### src/aph_pkg.sv
package aph_pkg;

  // Field widths fixed by the port definition
  localparam int ANGLE_W    = 16;
  localparam int IDX_PORT_W = 6;
  localparam int CFG_W      = 7;
  localparam int SQ_W       = 40;

  localparam logic [CFG_W-1:0] BIN_COUNT_RESET = 7'd36;
  localparam logic [SQ_W-1:0]  SQ_MAX          = '1;

  // Angle range in whole degrees
  localparam int HALF_TURN_DEG = 180;
  localparam int FULL_TURN_DEG = 360;

  // 360 = 45 << 3: the power of two is a shift, the 45 a reciprocal multiply.
  // floor(q * RECIP / 2^RECIP_SHIFT) equals floor(q / 45) for q below 74898.
  localparam int TURN_SHIFT  = 3;
  localparam int DIV_BASE    = 45;
  localparam int RECIP       = 23302;
  localparam int RECIP_W     = 15;
  localparam int RECIP_SHIFT = 20;

  typedef enum logic {
    OP_ADD  = 1'b0,
    OP_READ = 1'b1
  } aph_op_t;

  // Control that travels with each word down the pipeline
  typedef struct packed {
    logic    valid;
    aph_op_t op;
    logic    oob;
  } aph_tag_t;

endpackage

### src/aph_bin_map.sv
// Two-stage binning pipeline: angle offset and scale by bin count, then
// divide by the turn (shift plus reciprocal multiply) and clamp to the grid.
module aph_bin_map import aph_pkg::*; #(
  parameter int MAX_BINS        = 64,
  parameter int ANGLE_FRAC_BITS = 7,
  parameter int IDX_W           = 6,
  parameter int NB_W            = 7
) (
  input  logic                      clk,
  input  logic                      rst,
  input  logic                      advance,
  input  logic                      load,
  input  aph_op_t                   op,
  input  logic signed [ANGLE_W-1:0] angle_first,
  input  logic signed [ANGLE_W-1:0] angle_second,
  input  logic [IDX_PORT_W-1:0]     read_row,
  input  logic [IDX_PORT_W-1:0]     read_col,
  input  logic [CFG_W-1:0]          bin_count,
  output aph_tag_t                  tag,
  output logic [2*IDX_W-1:0]        addr,
  output logic [IDX_PORT_W-1:0]     echo_row,
  output logic [IDX_PORT_W-1:0]     echo_col
);

  localparam int HALF = HALF_TURN_DEG << ANGLE_FRAC_BITS;
  localparam int FULL = FULL_TURN_DEG << ANGLE_FRAC_BITS;
  localparam int T_W  = $clog2(FULL + (1 << (ANGLE_W - 1))) + 1;
  localparam int TC_W = $clog2(FULL);
  localparam int P_W  = NB_W + TC_W;
  localparam int SH   = ANGLE_FRAC_BITS + TURN_SHIFT;
  localparam int Q_W  = $clog2(MAX_BINS * DIV_BASE);
  localparam int D_W  = Q_W + RECIP_W;

  logic [NB_W-1:0]          nb;
  logic                     oob;
  logic signed [ANGLE_W-1:0] ang   [2];
  logic signed [T_W-1:0]    t      [2];
  logic                     under  [2];
  logic                     over   [2];
  logic [TC_W-1:0]          tc     [2];
  logic [P_W-1:0]           p      [2];

  aph_tag_t                 s1_tag;
  logic [P_W-1:0]           s1_p     [2];
  logic                     s1_under [2];
  logic                     s1_over  [2];
  logic [NB_W-1:0]          s1_nb;
  logic [IDX_PORT_W-1:0]    s1_rrow;
  logic [IDX_PORT_W-1:0]    s1_rcol;

  logic [Q_W-1:0]           q       [2];
  logic [D_W-1:0]           prod    [2];
  logic [IDX_W-1:0]         idx_raw [2];
  logic [IDX_W-1:0]         idx     [2];
  logic [IDX_W-1:0]         last;
  logic [IDX_W-1:0]         row_sel;
  logic [IDX_W-1:0]         col_sel;

  // Clamp the bin count register to the usable range
  always_comb begin
    if (bin_count == '0) begin
      nb = NB_W'(1);
    end else if (int'(bin_count) > MAX_BINS) begin
      nb = NB_W'(MAX_BINS);
    end else begin
      nb = NB_W'(bin_count);
    end
    oob = (int'(read_row) >= MAX_BINS) || (int'(read_col) >= MAX_BINS);
  end

  // Offset each angle by a half turn and scale by the bin count
  assign ang[0] = angle_first;
  assign ang[1] = angle_second;

  always_comb begin
    for (int i = 0; i < 2; i++) begin
      t[i]     = T_W'(ang[i]) + T_W'(HALF);
      under[i] = t[i][T_W-1];
      over[i]  = !under[i] && (int'(t[i]) >= FULL);
      tc[i]    = (under[i] || over[i]) ? '0 : TC_W'(t[i]);
      p[i]     = P_W'(nb) * P_W'(tc[i]);
    end
  end

  always_ff @(posedge clk) begin
    if (rst) begin
      s1_tag <= '0;
    end else if (advance) begin
      s1_tag <= '{valid: load, op: op, oob: oob};
    end
  end

  always_ff @(posedge clk) begin
    if (advance) begin
      for (int i = 0; i < 2; i++) begin
        s1_p[i]     <= p[i];
        s1_under[i] <= under[i];
        s1_over[i]  <= over[i];
      end
      s1_nb   <= nb;
      s1_rrow <= read_row;
      s1_rcol <= read_col;
    end
  end

  // Divide by the full turn and clamp to the grid
  always_comb begin
    last = IDX_W'(s1_nb - NB_W'(1));
    for (int i = 0; i < 2; i++) begin
      q[i]       = Q_W'(s1_p[i] >> SH);
      prod[i]    = D_W'(q[i]) * D_W'(RECIP);
      idx_raw[i] = IDX_W'(prod[i] >> RECIP_SHIFT);
      if (s1_under[i]) begin
        idx[i] = '0;
      end else if (s1_over[i] || (NB_W'(idx_raw[i]) >= s1_nb)) begin
        idx[i] = last;
      end else begin
        idx[i] = idx_raw[i];
      end
    end
    if (s1_tag.op == OP_ADD) begin
      row_sel = idx[0];
      col_sel = idx[1];
    end else begin
      row_sel = IDX_W'(s1_rrow);
      col_sel = IDX_W'(s1_rcol);
    end
  end

  always_ff @(posedge clk) begin
    if (rst) begin
      tag <= '0;
    end else if (advance) begin
      tag <= s1_tag;
    end
  end

  always_ff @(posedge clk) begin
    if (advance) begin
      addr <= {row_sel, col_sel};
      if (s1_tag.op == OP_ADD) begin
        echo_row <= IDX_PORT_W'(idx[0]);
        echo_col <= IDX_PORT_W'(idx[1]);
      end else begin
        echo_row <= s1_rrow;
        echo_col <= s1_rcol;
      end
    end
  end

endmodule

### config.mk
export PLATFORM = sky130hd
export DESIGN_NAME = aph_bin_map
export DESIGN_NICKNAME = d
export VERILOG_FILES = /design/src/aph_pkg.sv /design/src/aph_bin_map.sv
export SDC_FILE = /design/constraint.sdc
export NUM_CORES = 1
export LEC_CHECK = 0
export ABC_AREA = 1
export BUFFER_PORTS_ARGS = -buffer_cell sky130_fd_sc_hd__buf_2
export CAP_MARGIN = 20
export CORE_AREA = 2 2 204 206
export DETAILED_ROUTE_END_ITERATION = 10
export DIE_AREA = 0 0 206 208
export GPL_TIMING_DRIVEN = 0
export HOLD_SLACK_MARGIN = 0.02
export PLACE_DENSITY = 0.62
export SLEW_MARGIN = 20
export SYNTH_ARGS = -nofsm -noshare
export SYNTH_HDL_FRONTEND = slang
export SYNTH_SLANG_ARGS = --single-unit
### constraint.sdc
create_clock -name clk -period 10 [get_ports clk]
set_clock_uncertainty 0.05 [all_clocks]
set_input_delay 2 -clock clk [delete_from_list [all_inputs] [get_ports clk]]
set_output_delay 2 -clock clk [all_outputs]
set_load 0.02 [all_outputs]
After elaboration in Yosys (flattened, before gate mapping):

Memory sizes are Yosys's and may differ from the RTL's.
Index checks and enable logic that the tools add are counted.

* flip-flop bits (word level): 47
* RAM bits: 50
* word-level logic and storage cells: 46
* memories: 3

* add/sub/neg operators: 3
* multiply operators: 4
* order comparisons: 5
* muxes and demuxes: 12
* reduce and logical (&&, ||, !) cells: 9

Memories
* s1_p: depth 2, bits a word 23, read ports 2, clocked after memory_dff 0, write ports 2, RTL line aph_bin_map.sv:44 `logic [P_W-1:0] s1_p [2];`
* s1_over: depth 2, bits a word 1, read ports 2, clocked after memory_dff 0, write ports 2, RTL line aph_bin_map.sv:46 `logic s1_over [2];`
* s1_under: depth 2, bits a word 1, read ports 2, clocked after memory_dff 0, write ports 2, RTL line aph_bin_map.sv:45 `logic s1_under [2];`

Operator list (number)
* $mul 12x14->25 const B: 2
* $mul 7x16->23: 2
* $mux 6: 6
* $add 16x16->17 const B: 2
* $ge 17x17->1 const B: 2
* $mux 16: 2
* $ge 6x7->1: 2
* $mux 7: 2
* $gt 7x7->1 const B: 1
* $logic_not 7->1: 1
* $sub 6x1->6 const B: 1
* $logic_or 1x1->1: 4
* $logic_and 1x1->1: 2
* $logic_not 1->1: 2
* $mux 1: 2

Logic depth before layout (Yosys ltp):

Gate-level depths: netlist (run 1).
An unclocked memory read counts as a cell.

* depth in word-level cells: 7
* mapped depth: 32

Worst setup path before layout (run 1):

OpenSTA, ideal clock, no wires.

* path type: input -> register
* from: input angle_second[9]
* to: memory s1_p[0][44] (netlist bit), data pin
* setup time: 252 ps
* arrival time: 6576 ps
* required time: 9698 ps
* slack: 3122 ps
* cell stages on the path: 28
* cell sequence: ha_1 inv_1 nand3_2 xnor2_1 o21ai_2 nand2_4 nand2_1 inv_1 buf_2 nand2_1 inv_1 nand2_1 fa_1 fa_1 inv_1 fa_1 inv_1 fa_1 inv_1 ha_1 nand2_1 nor2_1 nor2_1 o21ai_0 a21oi_1 nand2_1 nand2_1 nand2_1

RTL lines
* start: declaration: RTL line aph_bin_map.sv:15 `input logic signed [ANGLE_W-1:0] angle_second,`
* end: declaration: RTL line aph_bin_map.sv:44

==> results.sh, run 1 <==
export IMPL_dieArea_um2=42850
export IMPL_synth_seq_cells=63
export IMPL_multi_input_area_um2=10890
export IMPL_path_class="in -> reg"
export IMPL_drv_cap=0
export IMPL_route_antenna_remaining_nets=0
export IMPL_drc_errors=0
export IMPL_fin_crit_ps=7543
export IMPL_tritoncts="yes"
export IMPL_synth_edf_count=59
export IMPL_outcome="finished clean"
export IMPL_syn_area_um2=14410
export IMPL_drive_above_1_share=0.08374
export IMPL_grt_first_pass_wirelength_um=57080
export IMPL_whs_ps=415.8
export IMPL_synthArstFlopShare=0
export IMPL_path_common_cell="nand2_1"
export IMPL_first_iter_violations=696
export IMPL_synth_seq_area_share=0.1285
export IMPL_synth_top_area_cell="fa_1"
export IMPL_viasPerCell=4.812
export IMPL_clkLatencyLatePin_ps=340
export IMPL_io_pin_count=83
export IMPL_relSlewSlack=0.4667
export IMPL_regArea_um2=1852
export IMPL_core_area_um2=40550
export IMPL_firstDrtPassIters=5
export IMPL_grt_max_degree=65
export IMPL_setup_viol=0
export IMPL_ys_types=43
export IMPL_routedWlPerCell_um=14.47
export IMPL_slowest_stage="fa_1"
export IMPL_grt_overflow_total=0
export IMPL_grt_usage=0.1648
export IMPL_avgSynthCellArea_um2=8.324
export IMPL_rows=74
export IMPL_antenna_found_initial=1
export IMPL_hold_viol=0
export IMPL_final_max_slew_viol_count=0
export IMPL_cts_resized=0
export IMPL_vias=11360
export IMPL_crit_fanout=10
export IMPL_syn_instance_count=1731
export IMPL_synth_nets=2230
export IMPL_ys_warn_count=0
export IMPL_clockRootBuffer="clkbuf_16"
export IMPL_ys_flop_type="edfxtp_1"
export IMPL_cpPeakStageDelay_ps=540
export IMPL_io_buffers=80
export IMPL_start_kind="primary input"
export IMPL_gp_congestion=0.9324
export IMPL_hp_class="reg -> reg"
export IMPL_final_util=0.3915
export IMPL_grt_pass1_vias=11580
export IMPL_synth_area_leaders="fa_1 (29%), ha_1 (20%), edfxtp_1 (12%)"
export IMPL_cp_arrival_ps=7590
export IMPL_worstMarginPinSlew_ps=799.9
export IMPL_htreeDepth=3
export IMPL_clk_pin_slew_worst_paths_ps=50
export IMPL_post_cts_buffers=0
export IMPL_numCtsBuffers=9
export IMPL_fillers=4116
export IMPL_clk_path_buf_depth=2
export IMPL_syn2layout_area_growth_pct=10.19
export IMPL_max_freq_mhz=132.6
export IMPL_nets=2321
export IMPL_place_hpwl_um=29730
export IMPL_die_w_um=206
export IMPL_worstPathRequired_ps=10040
export IMPL_wl_um=34170
export IMPL_ctsHoldBuffers=0
export IMPL_initial_core_util=0.3553
export IMPL_die_h_um=208
export IMPL_clkSinkCount=63
export IMPL_rsz0062_at_grt="no"
export IMPL_yosysTopAreaCellShare=0.2890
export IMPL_critical_path_endpoint_type="register"
export IMPL_setup_tns_ps=0
export IMPL_finalCritPeriodShare=0.7543
==> worst paths after layout <==
path | startpoint | to | slack (ps) | depth (start not counted)
max | angle_first[10] | s1_p[0][21] | 2460 | 31
min | tag[2] | tag[2] | 420 | 2
max reg2reg | s1_p[0][21] | addr[8] | 3720 | 30
min reg2reg | tag[2] | tag[2] | 420 | 2
==> cells in the final DEF (no fill, tap or decap), types with 4 or more instances in the layout <==
cell type and instances:
inv_1 392, nand2_1 253, ha_1 235, nor2_1 217, fa_1 208, a21oi_1 89
buf_2 82, edfxtp_1 59, o21ai_0 50, nand3_1 40, xor2_1 31, xnor2_1 19
clkbuf_1 18, buf_4 14, nand4_1 13, nand2_2 10, nor3_1 10, clkbuf_16 9
nor2_2 8, inv_2 5, nand3b_1 5, a31oi_1 5, bufinv_16 5, nand3_2 4
o21a_1 4, o21ai_1 4, dfxtp_1 4
==> layout make-up <==
class / instances / share of cell area
Antenna cell: 2 / 0.0003152
Buffer: 34 / 0.01135
Clock buffer: 9 / 0.01418
Clock inverter: 7 / 0.01056
Inverter: 398 / 0.09409
Multi-Input combinational cell: 1236 / 0.6856
Sequential cell: 63 / 0.1166
Tap cell: 532 / 0.04192
Timing Repair Buffer: 80 / 0.02537
==> worst max-delay path, delay by kind of cell <==
family                     cells  cell delay [ps]
adders and majority gates      6             2600
and+or+nand+nor               16             1640
buffers and inverters          8             1100
AOI/OAI and AO/OA              1              240
==> through the flow <==
step                setup WS [ps]  instance area (µm²)  cells
floorplan                    3122                14410   1731
CTS                          2520                15870   2359
finish                       2457                15880   2361
global placement             2179                15470   2343
detailed placement           2168                15480   2343
global route                 2016                15870   2359
==> layer usage <==
layer	up-vias	GRT usage	share of wire
li1	5538	-	-
met1	5419	0.2340	0.47
met2	363	0.2616	0.44
met3	41	0.02741	0.074
met4	0	0.03818	0.016
met5	-	0	0
==> sequential cells by signal (all words and copies together), names as in the netlist <==
signal,count
s1_under,2
s1_rcol,6
s1_over,2
addr,12
s1_p,24
s1_tag,2
tag,2
s1_rrow,6
s1_nb,7
==> cells by family after synthesis <==
| logic type | Yosys count | synth area share |
|---|---|---|
| AND/OR/NAND/NOR | 575 | 0.1685 |
| flip-flops | 63 | 0.1285 |
| buffers and inverters | 432 | 0.1162 |
| other | 1 | 0.0002603 |
| XOR/XNOR | 50 | 0.03039 |
| adder cells (fa/ha/maj) | 443 | 0.4931 |
| AO/OA/AOI/OAI | 167 | 0.06313 |
==> synth_stat cells, types with 2 or more instances <==
cell type	number
fa_1	208
edfxtp_1	59
nand3_4	3
o21a_1	4
o21ai_1	4
nor2_2	7
nand2_4	2
nand3_2	4
nand3_1	40
and2_1	3
o21ai_2	3
o31ai_1	2
o21ai_0	50
xnor2_1	19
nand3b_1	5
inv_1	392
nand2_2	10
a21oi_1	89
xor2_1	31
dfxtp_1	4
a31oi_1	5
inv_2	5
clkbuf_1	18
nor4_1	3
o211ai_1	2
buf_2	3
a21oi_2	3
nor3_1	10
nor2_1	218
nand4_1	13
nand2_1	253
buf_4	13
or2_0	2
ha_1	235
Power of run 1 is not shown: default switching activity piles up to over one toggle a cycle in this logic, so the estimate is an artifact.
==> run 2: changes to the inputs <==
--- a/config.mk
+++ b/config.mk
@@ -5,12 +5,12 @@
 export SDC_FILE = /design/constraint.sdc
 export NUM_CORES = 1
 export LEC_CHECK = 0
-export ABC_AREA = 1
+export ABC_AREA = 0
 export BUFFER_PORTS_ARGS = -buffer_cell sky130_fd_sc_hd__buf_2
 export CAP_MARGIN = 20
-export CORE_AREA = 2 2 204 206
+export CORE_AREA = 2 2 201 203
 export DETAILED_ROUTE_END_ITERATION = 10
-export DIE_AREA = 0 0 206 208
+export DIE_AREA = 0 0 203 205
 export GPL_TIMING_DRIVEN = 0
 export HOLD_SLACK_MARGIN = 0.02
 export PLACE_DENSITY = 0.62
==> constraint.sdc (replaced) <==
create_clock -name clk -period 7.88 [get_ports clk]
set_clock_uncertainty 0.05 [all_clocks]
set_input_delay 1.576 -clock clk [delete_from_list [all_inputs] [get_ports clk]]
set_output_delay 1.576 -clock clk [all_outputs]
set_load 0.02 [all_outputs]
==> run 2 against run 1 <==
Against the previous run: via count decreased by 9.9%; core utilization increased by 0.056 points; area after synthesis decreased by 3.0%; critical path depth decreased by 6; die area decreased by 2.9%; non-clock buffer count increased by 20; critical endpoint is now s1_p[0][44]; largest cell class unchanged; highest routed layer unchanged.
==> results.sh, run 2 <==
export IMPL_hold_viol=0
export IMPL_nets=2068
export IMPL_synth_area_leaders="fa_1 (30%), ha_1 (21%), edfxtp_1 (13%)"
export IMPL_largest_reg_flops=24
export IMPL_grt_max_degree=61
export IMPL_clk_pin_slew_worst_paths_ps=50
export IMPL_clkLatencyLatePin_ps=330
export IMPL_drv_cap=0
export IMPL_path_class="in -> reg"
export IMPL_fin_crit_ps=7582
export IMPL_synth_seq_cells=63
export IMPL_syn_area_um2=13980
export IMPL_antenna_found_initial=3
export IMPL_grt_pass1_vias=10830
export IMPL_setup_tns_ps=0
export IMPL_first_iter_violations=603
export IMPL_final_cell_mix="inv_1 (321), ha_1 (233), fa_1 (208), nor2_1 (116), nand2_1 (84)"
export IMPL_whs_ps=442.3
export IMPL_firstDrtPassIters=5
export IMPL_clkSinkCount=63
export IMPL_wl_um=31070
export IMPL_yosysMostFrequentCell="inv_1"
export IMPL_ctsHoldBuffers=0
export IMPL_rsz0062_at_grt="yes"
export IMPL_route_antenna_remaining_nets=0
export IMPL_grt_overflow_total=0
export IMPL_crit_fanout=7
export IMPL_drc_errors=0
export IMPL_largest_registers="s1_p (24), addr (12), s1_nb (7)"
export IMPL_synth_seq_area_share=0.1325
export IMPL_viasPerCell=4.868
export IMPL_fillers=3958
export IMPL_synthArstFlopShare=0
export IMPL_finalCritPeriodShare=0.9621
export IMPL_io_pin_count=83
export IMPL_numCtsBuffers=9
export IMPL_syn2layout_area_growth_pct=10.43
export IMPL_clockRootBuffer="clkbuf_16"
export IMPL_ys_top_cells_by_count="inv_1 (321), ha_1 (235), fa_1 (208), nor2_1 (117), nand2_1 (85)"
export IMPL_synth_top_area_cell="fa_1"
export IMPL_hp_class="reg -> reg"
export IMPL_worstPathRequired_ps=7910
export IMPL_cp_arrival_ps=7610
export IMPL_setup_viol=0
export IMPL_max_freq_mhz=131.9
export IMPL_final_common_cell="inv_1"
export IMPL_die_w_um=203
export IMPL_worstMarginPinSlew_ps=857.7
export IMPL_routedWlPerCell_um=14.78
export IMPL_final_util=0.3921
export IMPL_synth_nets=1977
export IMPL_ys_warn_count=0
export IMPL_final_max_slew_viol_count=0
export IMPL_critical_path_endpoint_type="register"
export IMPL_core_area_um2=39370
export IMPL_vias=10230
export IMPL_tritoncts="yes"
export IMPL_syn_instance_count=1478
export IMPL_clk_path_buf_depth=2
export IMPL_place_hpwl_um=26730
export IMPL_grt_usage=0.1575
export IMPL_start_kind="primary input"
export IMPL_dieArea_um2=41620
export IMPL_drive_above_1_share=0.09720
export IMPL_dpl_instance_area_um2=15030
export IMPL_yosysTopAreaCellShare=0.2979
export IMPL_htreeDepth=3
export IMPL_ys_flop_type="edfxtp_1"
export IMPL_relSlewSlack=0.4238
export IMPL_die_h_um=205
export IMPL_synth_edf_count=59
export IMPL_initial_core_util=0.3551
export IMPL_grt_first_pass_wirelength_um=52790
export IMPL_gp_congestion=0.8956
export IMPL_avgSynthCellArea_um2=9.457
export IMPL_ys_types=69
export IMPL_io_buffers=78
export IMPL_top_register="s1_p"
export IMPL_rows=73
export IMPL_design_area_um2=15430
export IMPL_outcome="finished clean"
## run 2: changes by cell type after synthesis, moves of 23 or more
cell,previous run,this run
nand2_1,253,85
nor2_1,218,117
inv_1,392,321
and3_1,0,65
a21oi_1,89,41
o21ai_0,50,19
xnor2_1,19,44
a21o_1,1,24
## run 2: cells by family (layout without fill, tap and decap cells)
| group | after synthesis | count (layout) | share of synthesized area |
|---|---|---|---|
| xor+xnor | 58 | 58 | 0.03634 |
| other cells | 1 | 4 | 0.0002683 |
| flops | 63 | 63 | 0.1325 |
| buf+inv | 376 | 472 | 0.1058 |
| mux | 9 | 9 | 0.006535 |
| fa+ha+maj | 443 | 443 | 0.5083 |
| compound gates | 156 | 156 | 0.08254 |
| simple gates | 372 | 372 | 0.1277 |
## run 2: critical path: stages
cell,delay (ps)
buf_2,120
ha_2,210
o31a_1,350
o22ai_1,210
mux2i_2,140
nor2b_1,150
clkbuf_2,190
nor3_1,730
nand2_1,170
fa_1,530
fa_1,550
inv_1,50
fa_1,470
inv_1,50
fa_1,470
inv_1,40
ha_1,320
a21o_1,190
a21oi_1,140
nor2b_1,50
o21ai_0,130
inv_1,90
a211o_4,340
a311oi_2,250
xnor2_1,90
## run 2: worst paths after layout
path	from	to	slack (ps)	cells after the start
worst max register to register	s1_p[0][14]	addr[11]	620	26
worst max-delay path	angle_second[9]	s1_p[0][44]	300	25
worst min register to register	tag[2]	tag[2]	440	2
worst min-delay path	tag[2]	tag[2]	440	2
## run 2: area by class of cell
| cell class | count | area [µm²] | share of cell area |
|---|---|---|---|
| inverter | 322 | 1209 | 0.07831 |
| multi-input combinational | 1039 | 10730 | 0.6954 |
| antenna | 3 | 7.507 | 0.0004864 |
| timing repair buffer | 80 | 407.9 | 0.02643 |
| buffer | 54 | 286.5 | 0.01856 |
| tap | 525 | 656.9 | 0.04256 |
| sequential | 63 | 1852 | 0.1200 |
| clock buffer | 11 | 232.7 | 0.01508 |
| clock inverter | 5 | 48.80 | 0.003161 |
## run 2: per-layer routing
layer	up-vias	global-route usage	wire, µm
met4	0	0.04823	558
met2	249	0.2504	13540
met3	36	0.02323	1727
met1	4994	0.2217	15240
li1	4954	-	-
met5	-	0	0
## run 2: timing repair
item                                    CTS  global route
buffers inserted                          1             1
endpoints found under the hold margin     0             0
pin swaps                                 1             6
resized for setup                         4            33
endpoints found under the setup margin    6            18
## run 2: per-stage QoR
step,setup WS (ps),std cells
global route,-19.14,2102
finish,298.3,2102
CTS,3.791,2098
detailed placement,-660.9,2081
global placement,-570.3,2081
floorplan,367.8,1478
Power of run 2 is left out for the same reason.
